--- config.mk ---
export PLATFORM = sky130hd
export DESIGN_NAME = mbrf_ctrl
export DESIGN_NICKNAME = d
export VERILOG_FILES = /design/src/rtl/mono_bitmap_rect_fill_defines.svh /design/src/rtl/mbrf_pkg.sv /design/src/rtl/mbrf_ctrl.sv
export SDC_FILE = /design/constraint.sdc
export NUM_CORES = 1
export LEC_CHECK = 0
export BUFFER_PORTS_ARGS = -buffer_cell sky130_fd_sc_hd__buf_4
export CORE_MARGIN = 2
export CORE_UTILIZATION = 55
export CTS_CLUSTER_SIZE = 10
export DETAILED_ROUTE_END_ITERATION = 8
export PLACE_DENSITY = 0.85
export SYNTH_ARGS = -nofsm -noshare
export SYNTH_HDL_FRONTEND = slang
export SYNTH_SLANG_ARGS = --single-unit
--- constraint.sdc ---
create_clock -name clk -period 7.5 [get_ports clk]
set_input_delay 1.125 -clock clk [delete_from_list [all_inputs] [get_ports clk]]
set_output_delay 1.125 -clock clk [all_outputs]
set_load 0.01 [all_outputs]
--- src/rtl/mono_bitmap_rect_fill_defines.svh ---
// ---------------------------------------------------------------------------
// Assertion macros for the monochrome rectangle fill block
// Concurrent checks clocked on clk; empty when SYNTHESIS is defined.
// ---------------------------------------------------------------------------
`ifndef MONO_BITMAP_RECT_FILL_DEFINES_SVH
`define MONO_BITMAP_RECT_FILL_DEFINES_SVH

`ifndef SYNTHESIS
// check that is switched off while rst_n is low
`define MBRF_ASSERT(lbl, prop, msg) \
    lbl: assert property (@(posedge clk) disable iff (!rst_n) prop) else $error(msg);
// check that also holds during reset
`define MBRF_ASSERT_ALWAYS(lbl, prop, msg) \
    lbl: assert property (@(posedge clk) prop) else $error(msg);
`else
`define MBRF_ASSERT(lbl, prop, msg)
`define MBRF_ASSERT_ALWAYS(lbl, prop, msg)
`endif

`endif

--- src/rtl/mbrf_pkg.sv ---
// ---------------------------------------------------------------------------
// mbrf_pkg
// Command codes and the item and result bundles shared by the fill block.
// ---------------------------------------------------------------------------
`default_nettype none

package mbrf_pkg;

    typedef enum logic [1:0] {
        CMD_FILL  = 2'd0,
        CMD_WRITE = 2'd1,
        CMD_READ  = 2'd2,
        CMD_NOP   = 2'd3
    } cmd_t;

    typedef struct packed {
        cmd_t        command;
        logic [7:0]  left_x;
        logic [7:0]  top_y;
        logic [7:0]  rect_width;
        logic [7:0]  rect_height;
        logic        fill_colour;
        logic [4:0]  byte_column;
        logic [7:0]  write_data;
    } cmd_item_t;

    typedef struct packed {
        logic [7:0] read_data;
        logic       status;
    } res_t;

    typedef struct packed {
        logic idle;       // ready for the next item
        logic res_valid;  // result waiting for the output register
    } ctrl_stat_t;

endpackage

`default_nettype wire

--- src/rtl/mbrf_ctrl.sv ---
// ---------------------------------------------------------------------------
// mbrf_ctrl
// Command sequencer: clearing pass, byte write and read, and the pipelined
// read-modify-write walk over the bytes of a clipped fill rectangle.
// ---------------------------------------------------------------------------
`default_nettype none

module mbrf_ctrl import mbrf_pkg::*; #(
    parameter int ROW_BYTES   = 20,
    parameter int SCREEN_ROWS = 160,
    parameter int AW          = 12
) (
    input  wire logic          clk,
    input  wire logic          rst_n,
    input  wire logic          graphics_mode,
    input  wire logic          item_valid,
    input  wire cmd_item_t     item,
    input  wire logic          res_ready,
    output ctrl_stat_t         stat,
    output res_t               res,
    output logic               mem_we,
    output logic [AW-1:0]      mem_waddr,
    output logic [7:0]         mem_wdata,
    output logic [AW-1:0]      mem_raddr,
    input  wire logic [7:0]    mem_rdata
);

    localparam int STORE = ROW_BYTES * SCREEN_ROWS;
    localparam int COLS  = ROW_BYTES * 8;
    localparam int XW    = $clog2(COLS + 512);
    localparam int YW    = $clog2(SCREEN_ROWS + 512);
    localparam int BW    = $clog2(ROW_BYTES + 1);

    typedef enum logic [2:0] {
        ST_CLEAR,
        ST_IDLE,
        ST_PREP,
        ST_FILL,
        ST_RDWAIT,
        ST_DONE
    } state_t;

    state_t          state_reg,     state_next;
    logic [AW-1:0]   clr_addr_reg,  clr_addr_next;
    cmd_item_t       item_reg,      item_next;
    res_t            res_reg,       res_next;
    logic [AW-1:0]   row_base_reg,  row_base_next;
    logic [BW-1:0]   b_reg,         b_next;
    logic [BW-1:0]   b0_reg,        b0_next;
    logic [BW-1:0]   b1_reg,        b1_next;
    logic [2:0]      lo0_reg,       lo0_next;
    logic [2:0]      hi1_reg,       hi1_next;
    logic [YW-1:0]   rows_left_reg, rows_left_next;
    logic            rd_inside_reg, rd_inside_next;
    logic            wr_pend_reg,   wr_pend_next;
    logic [AW-1:0]   wr_addr_reg,   wr_addr_next;
    logic [7:0]      wr_mask_reg,   wr_mask_next;

    // accept-time address of a byte write or read
    logic            in_store;
    logic [AW-1:0]   idx_in;

    // clipping of the latched fill
    logic [XW-1:0]   x0, xs, x1, xl;
    logic [YW-1:0]   y0, ys, y1;
    logic            empty;
    logic [AW-1:0]   base_y;

    // current byte of the walk
    logic [AW-1:0]   fill_addr;
    logic [2:0]      lo, hi;
    logic [7:0]      mask;

    function automatic logic [7:0] edge_mask(input logic [2:0] lo_bit, input logic [2:0] hi_bit);
        edge_mask = (8'hFF >> lo_bit) & (8'hFF << (3'd7 - hi_bit));
    endfunction

    always_comb
    begin
        in_store = (YW'(item.top_y) < YW'(SCREEN_ROWS))
                && ({4'd0, item.byte_column} < 9'(ROW_BYTES));
        idx_in = AW'(item.top_y) * AW'(ROW_BYTES) + AW'(item.byte_column);

        x0     = XW'(item_reg.left_x);
        xs     = x0 + XW'(item_reg.rect_width);
        x1     = (xs < XW'(COLS)) ? xs : XW'(COLS);
        xl     = x1 - XW'(1);
        y0     = YW'(item_reg.top_y);
        ys     = y0 + YW'(item_reg.rect_height);
        y1     = (ys < YW'(SCREEN_ROWS)) ? ys : YW'(SCREEN_ROWS);
        empty  = (item_reg.rect_width == 8'd0) || (item_reg.rect_height == 8'd0)
              || (x0 >= XW'(COLS)) || (y0 >= YW'(SCREEN_ROWS));
        base_y = AW'(item_reg.top_y) * AW'(ROW_BYTES);

        fill_addr = row_base_reg + AW'(b_reg);
        lo        = (b_reg == b0_reg) ? lo0_reg : 3'd0;
        hi        = (b_reg == b1_reg) ? hi1_reg : 3'd7;
        mask      = edge_mask(lo, hi);
    end

    always_comb
    begin
        state_next     = state_reg;
        clr_addr_next  = clr_addr_reg;
        item_next      = item_reg;
        res_next       = res_reg;
        row_base_next  = row_base_reg;
        b_next         = b_reg;
        b0_next        = b0_reg;
        b1_next        = b1_reg;
        lo0_next       = lo0_reg;
        hi1_next       = hi1_reg;
        rows_left_next = rows_left_reg;
        rd_inside_next = rd_inside_reg;
        wr_pend_next   = 1'b0;
        wr_addr_next   = wr_addr_reg;
        wr_mask_next   = wr_mask_reg;

        mem_raddr = fill_addr;
        mem_we    = wr_pend_reg;
        mem_waddr = wr_addr_reg;
        if (item_reg.fill_colour)
        begin
            mem_wdata = mem_rdata | wr_mask_reg;
        end
        else
        begin
            mem_wdata = mem_rdata & ~wr_mask_reg;
        end

        case (state_reg)
            ST_CLEAR:
            begin
                mem_we        = 1'b1;
                mem_waddr     = clr_addr_reg;
                mem_wdata     = 8'd0;
                clr_addr_next = clr_addr_reg + AW'(1);
                if (clr_addr_reg == AW'(STORE - 1))
                begin
                    state_next = ST_IDLE;
                end
            end

            ST_IDLE:
            begin
                if (item_valid)
                begin
                    item_next = item;
                    res_next  = '0;
                    case (item.command)
                        CMD_FILL:
                        begin
                            if (graphics_mode)
                            begin
                                res_next.status = 1'b1;
                                state_next      = ST_DONE;
                            end
                            else
                            begin
                                state_next = ST_PREP;
                            end
                        end
                        CMD_WRITE:
                        begin
                            mem_we     = in_store;
                            mem_waddr  = idx_in;
                            mem_wdata  = item.write_data;
                            state_next = ST_DONE;
                        end
                        CMD_READ:
                        begin
                            mem_raddr      = idx_in;
                            rd_inside_next = in_store;
                            state_next     = ST_RDWAIT;
                        end
                        default:
                        begin
                            state_next = ST_DONE;
                        end
                    endcase
                end
            end

            ST_PREP:
            begin
                row_base_next  = base_y;
                b0_next        = x0[BW+2:3];
                b_next         = x0[BW+2:3];
                b1_next        = xl[BW+2:3];
                lo0_next       = x0[2:0];
                hi1_next       = xl[2:0];
                rows_left_next = y1 - y0;
                state_next     = empty ? ST_DONE : ST_FILL;
            end

            ST_FILL:
            begin
                // read this byte now, merge and write it back next cycle
                wr_pend_next = 1'b1;
                wr_addr_next = fill_addr;
                wr_mask_next = mask;
                if (b_reg == b1_reg)
                begin
                    b_next         = b0_reg;
                    row_base_next  = row_base_reg + AW'(ROW_BYTES);
                    rows_left_next = rows_left_reg - YW'(1);
                    if (rows_left_reg == YW'(1))
                    begin
                        state_next = ST_DONE;
                    end
                end
                else
                begin
                    b_next = b_reg + BW'(1);
                end
            end

            ST_RDWAIT:
            begin
                res_next.read_data = rd_inside_reg ? mem_rdata : 8'd0;
                state_next         = ST_DONE;
            end

            ST_DONE:
            begin
                if (res_ready)
                begin
                    state_next = ST_IDLE;
                end
            end

            default:
            begin
                state_next = ST_IDLE;
            end
        endcase
    end

    always_ff @(posedge clk or negedge rst_n)
    begin
        if (!rst_n)
        begin
            state_reg     <= ST_CLEAR;
            clr_addr_reg  <= '0;
            item_reg      <= '0;
            res_reg       <= '0;
            row_base_reg  <= '0;
            b_reg         <= '0;
            b0_reg        <= '0;
            b1_reg        <= '0;
            lo0_reg       <= '0;
            hi1_reg       <= '0;
            rows_left_reg <= '0;
            rd_inside_reg <= 1'b0;
            wr_pend_reg   <= 1'b0;
            wr_addr_reg   <= '0;
            wr_mask_reg   <= '0;
        end
        else
        begin
            state_reg     <= state_next;
            clr_addr_reg  <= clr_addr_next;
            item_reg      <= item_next;
            res_reg       <= res_next;
            row_base_reg  <= row_base_next;
            b_reg         <= b_next;
            b0_reg        <= b0_next;
            b1_reg        <= b1_next;
            lo0_reg       <= lo0_next;
            hi1_reg       <= hi1_next;
            rows_left_reg <= rows_left_next;
            rd_inside_reg <= rd_inside_next;
            wr_pend_reg   <= wr_pend_next;
            wr_addr_reg   <= wr_addr_next;
            wr_mask_reg   <= wr_mask_next;
        end
    end

    assign stat.idle      = (state_reg == ST_IDLE);
    assign stat.res_valid = (state_reg == ST_DONE);
    assign res            = res_reg;

endmodule

`default_nettype wire

After elaboration in Yosys (flattened, before gate mapping) --
Cells that the tools add are included.
Word-level totals: input port bits 61, logic and storage cells 114, RAM bits 0, ROM bits 0, flip-flop bits (word level) 122, memories kept 0, latch bits 0
Cells by class: multiply operators 2, equality and inequality tests 16, add/sub/neg operators 11, bitwise logic cells 4, divide/modulo/power cells 0, shifts and indexed selects 2, muxes and demuxes 38, order comparisons 6, reductions and logical operators 15
Operators by type and width (count):
- $mux W12 | 6
- $pmux W12 S2 | 2
- $mux W8 | 5
- $pmux W8 S2 | 2
- $mux W3 | 9
- $add A12 B5 Y12 | 2
- $mul A8 B3 Y10 const B | 2
- $pmux W10 S2 | 1
- $add A8 B8 Y9 | 2
- $lt A9 B8 Y1 const B | 2
- $mux W9 | 2
- $pmux W3 S6 | 1
- $and A8 B8 Y8 | 2
- $ge A8 B8 Y1 const B | 2
- $logic_not A8 Y1 | 2
- $add A12 B1 Y12 const B | 1
- $add A12 B5 Y12 const B | 1
- $eq A12 B12 Y1 const B | 1
- $eq A10 B1 Y1 const B | 1
- $eq A5 B5 Y1 | 2
- $mux W10 | 1
- $ne A2 B2 Y1 const B | 5
- $pmux W5 S2 | 1
- $sub A10 B1 Y10 const B | 1
- 27 further kinds | 38

Longest topological paths before layout --
depth after elaboration 6, depth in mapped cells 19, gate-level depth less buffers 19

Least setup slack after synthesis --
OpenSTA, ideal clock, no wires.
kind input -> output, start input port item[31] (netlist name), end output port mem_waddr[11], arrival 3.151 ns, slack 3.224 ns, data required time 6.375 ns, cell stages on the path 11, path buffers 0, cell sequence ha_1 > ha_1 > fa_1 > a21oi_1 > nor2_1 > nor2_1 > xnor2_1 > inv_1 > nor3_1 > xnor2_1 > o21ai_0
Between the ends: cells in the longest elaborated chain, start to end 5
RTL lines:
- start, declared | line mbrf_ctrl.sv:17 | input wire cmd_item_t item,
- $mul A8 B3 Y10 | line mbrf_ctrl.sv:82 | idx_in = AW'(item.top_y) * AW'(ROW_BYTES) + AW'(item.byte_column);
- $add A12 B5 Y12 | line mbrf_ctrl.sv:82
- $mux W12 | line mbrf_ctrl.sv:150 | case (item.command)
- $mux W12 | line mbrf_ctrl.sv:146 | if (item_valid)
- $pmux W12 S2 | line mbrf_ctrl.sv:131 | case (state_reg)
- end, declared | line mbrf_ctrl.sv:22 | output logic [AW-1:0] mem_waddr,
Every way passes these cells.

Final worst setup path --
start register state_reg[2], end output port mem_raddr[2]
Between the ends: cells in the longest elaborated chain, start to end 2
RTL lines:
- start, declared | line mbrf_ctrl.sv:43 | state_t state_reg, state_next;
- start signal, assigned | line mbrf_ctrl.sv:261 | state_reg <= state_next;
- $eq A3 B1 Y1 | line mbrf_ctrl.sv:131
- $mux W12 | line mbrf_ctrl.sv:131
- end, declared | line mbrf_ctrl.sv:24 | output logic [AW-1:0] mem_raddr,
Every way passes these cells.

==> metrics.md <==
| Metric | Value |
|---|---|
| Status | completed |
| LEAKAGE | 4.60 nW |
| Internal | 2.98 mW |
| Clock sink count | 120 |
| R2R Setup Slk | 2.98 ns |
| Slew margin rel. | 0.235 |
| FF-to-FF End | rows_left_reg[7]$_DFFE_PN0P_ |
| Worst reg2reg path startpoint | item_reg[31]$_DFFE_PN0P_ |
| Maximum clock path buffer count | 2 |
| Die Width | 126 µm |
| Via-per-instance ratio | 6.04 |
| Yosys warnings | 0 |
| Min-delay worst type | register to register |
| Fin. Hold Viols | 0 |
| Post_cts resized | 0 |
| Avg Synthesized Cell Area | 8.88 µm² |
| Post-route antenna net violation count | 0 |
| Initial antenna violation count | 0 |
| Routed WL | 21,400 µm |
| Hold path depth | 2 |
| Worst path arrival time | 3.90 ns |
| Setup-failing EPs final | 0 |
| Mapped Nets | 1,055 |
| P_sw | 2.44 mW |
| Crit Path Max Fanout | 46 |
| Fin worst setup slack | 2.48 ns |
| Mapped Area | 0.00825 mm² |
| Number of distinct library cells after synthesis | 74 |
| I/O pin cnt | 105 |
| Seq cells post-synth | 120 |
| Min Tclk post-route | 5.02 ns |
| Least-Margin Pin Slew | 1.15 ns |
| DR WL/cell | 17.6 µm |
| Power per standard cell area | 552 mW/mm² |
| Initial core utilization | 0.565 |
| Pwr Total | 5.42 mW |
| Clk root buf | clkbuf_16 |
| Share of total power in the clock network | 0.170 |
| Core Box Area | 0.0146 mm² |
| Logic gate share of total power | 0.602 |
| Sequential area share after synthesis | 0.364 |
| Area delta synth->final | 19.0% |
| Crit Path Category | register to output port |
| Layout cells sized above 1 | 0.182 |
| Row cnt | 44 |
| Num CTS Buffers | 17 |
| Die height | 126 µm |
| PortBufs | 104 |
| DR iter-0 viols | 624 |
| Setup crit start kind | register |
| Fmax | 199 MHz |
| VDD IR-drop max | 0.000362 V |
| Number of max-cap violations | 0 |
| Most used DFF post-synth | dfrtp_1 |
| Setup TNS | 0 ns |
| Critical path required time | 6.38 ns |
| GRT overflow | 0 |
| Setup WS pre-CTS | 2.84 ns |
| Switch share | 0.451 |
| DP HPWL | 15,400 µm |
| Worst Skew | 0.00688 ns |
| GPL Wtd Cong | 0.922 |
| R2R cell count | 18 |
| Die area | 0.0160 mm² |
| Ant diodes | 0 |
| Fin. max-slew vios | 0 |
| Period utilisation layout | 0.670 |
| Hold path startpoint | wr_addr_reg[7]$_DFFE_PN0P_ |
| Crit end category | output port |
| WHS | 0.489 ns |
| TritonCTS clock tree | built |
| Flop pwr share | 0.228 |
| Largest net degree at the start of global routing | 63 |
| Commonest cells after routing, fill and taps aside | nand2_1, dfrtp_1, buf_4, o21ai_0, a21oi_1 |
| Syn Inst Count | 929 |
| Reg clk slew, reported paths | 0.06 ns |
| Post-synth EDFFs | 0 |
| Most common cell after layout, fill and taps aside | nand2_1 |
| RSZ-0062 raised after global routing | no |
| Cts hold-fix bufs | 0 |
| Via count | 7,341 |
| DRT Pass-1 Iters | 5 |
| GRT Overall Usage | 0.273 |
| DRC violations left | 0 |
| Async SR Flop Fraction | 1.00 |
| Vias in the first global route | 7,121 |
| First-pass GRT wire length | 35,400 µm |
| Final #Nets | 1,146 |
| H-tree Lvls | 4 |
| Hold path endpoint | wr_addr_reg[7]$_DFFE_PN0P_ |
| Max reg flops | 33 |
| Skew-Pair Late Insertion Delay | 0.42 ns |
| Post CTS Setup Buffer Count | 0 |
==> metal layers <==
metal  GRT usage  vias to the layer above  wire [µm]
met5           0                        -          0
met4      0.0756                        0        331
met3      0.0687                       30       1730
met2       0.440                      305      10000
met1       0.367                     3484       9310
li1            -                     3522          -
==> layout make-up <==
| type | instances | area, µm² |
|---|---|---|
| well taps | 184 | 230 |
| multi-input cells | 740 | 4980 |
| flip-flops and latches | 120 | 3000 |
| clock buffers | 19 | 433 |
| clock inverters | 12 | 224 |
| inverters | 31 | 116 |
| fillers | 1154 | 4780 |
| repair buffers | 110 | 826 |
==> power groups by stage <==
stage | Combinational, mW | Clock [mW] | Sequential (mW)
2_1_floorplan | 2.48 | 0 | 1.09
3_3_place_gp | 3.07 | 0 | 1.21
3_5_place_dp | 3.16 | 0 | 1.23
4_1_cts | 3.23 | 0.927 | 1.22
5_1_grt | 3.63 | 0.959 | 1.27
6_report | 3.26 | 0.920 | 1.24
==> logic make-up (layout without fill, tap and decap cells) <==
family                     Yosys count  after routing  synth area share
AOI/OAI and AO/OA                  264            264             0.203
xor gates and xnor gates            63             63            0.0669
adders and majority gates           65             65             0.104
buffers and inverters               69            172            0.0320
DFF                                120            120             0.364
muxes                               46             46            0.0599
and+or+nand+nor                    302            302             0.169
==> cell usage after synthesis (5+ instances only) <==
cell      number  share of area
o22ai_1       18          0.014
nand2b_1       7         0.0053
a21oi_1       67          0.041
mux2_2        26          0.036
mux2i_1       19          0.023
xnor2_1       39          0.041
ha_1          59          0.090
inv_1         31          0.014
o21ai_0       76          0.046
clkbuf_1      27          0.012
nand4_1        5         0.0038
nand2_1      140          0.064
nand3_1       18          0.011
xor2_1        24          0.025
nor2_1        60          0.027
nor4_1         7         0.0053
o21a_1         5         0.0046
o31ai_1        5         0.0046
nor3_1        19          0.012
nor2b_1       12         0.0091
dfrtp_1      120           0.36
o21bai_1       6         0.0055
buf_1          7         0.0032
a22o_1        11          0.012
fa_1           6          0.015
a21o_1        14          0.013
a31oi_1       11         0.0083
or2_2          5         0.0038
a211oi_1       5         0.0046
==> worst max path at each step <==
stage / end / from / cells past startpoint
floorplan: mem_waddr[11] / item[31] / 11
global placement: mem_raddr[0] / item_valid / 5
detailed placement: mem_raddr[2] / item_valid / 5
CTS: mem_raddr[2] / state_reg[2]$_DFFE_PN0P_ / 5
global route: mem_raddr[2] / state_reg[2]$_DFFE_PN0P_ / 5
finish: mem_raddr[2] / state_reg[2]$_DFFE_PN0P_ / 5
==> through the flow <==
stage                util  area [µm²]  instances
global route        0.673        9810       1216
detailed placement  0.628        9160       1185
finish              0.673        9810       1216
global placement    0.628        9160       1185
CTS                 0.673        9810       1216
floorplan               -        8250        929
==> worst max-delay path, cell delays in order, from the launching register on <==
cell,delay (ns)
dfrtp_1,0.45
nor2_1,0.62
and3_2,0.93
nand3b_1,0.79
mux2_2,0.53
buf_4,0.15
Power figures use the tool's default switching activity.
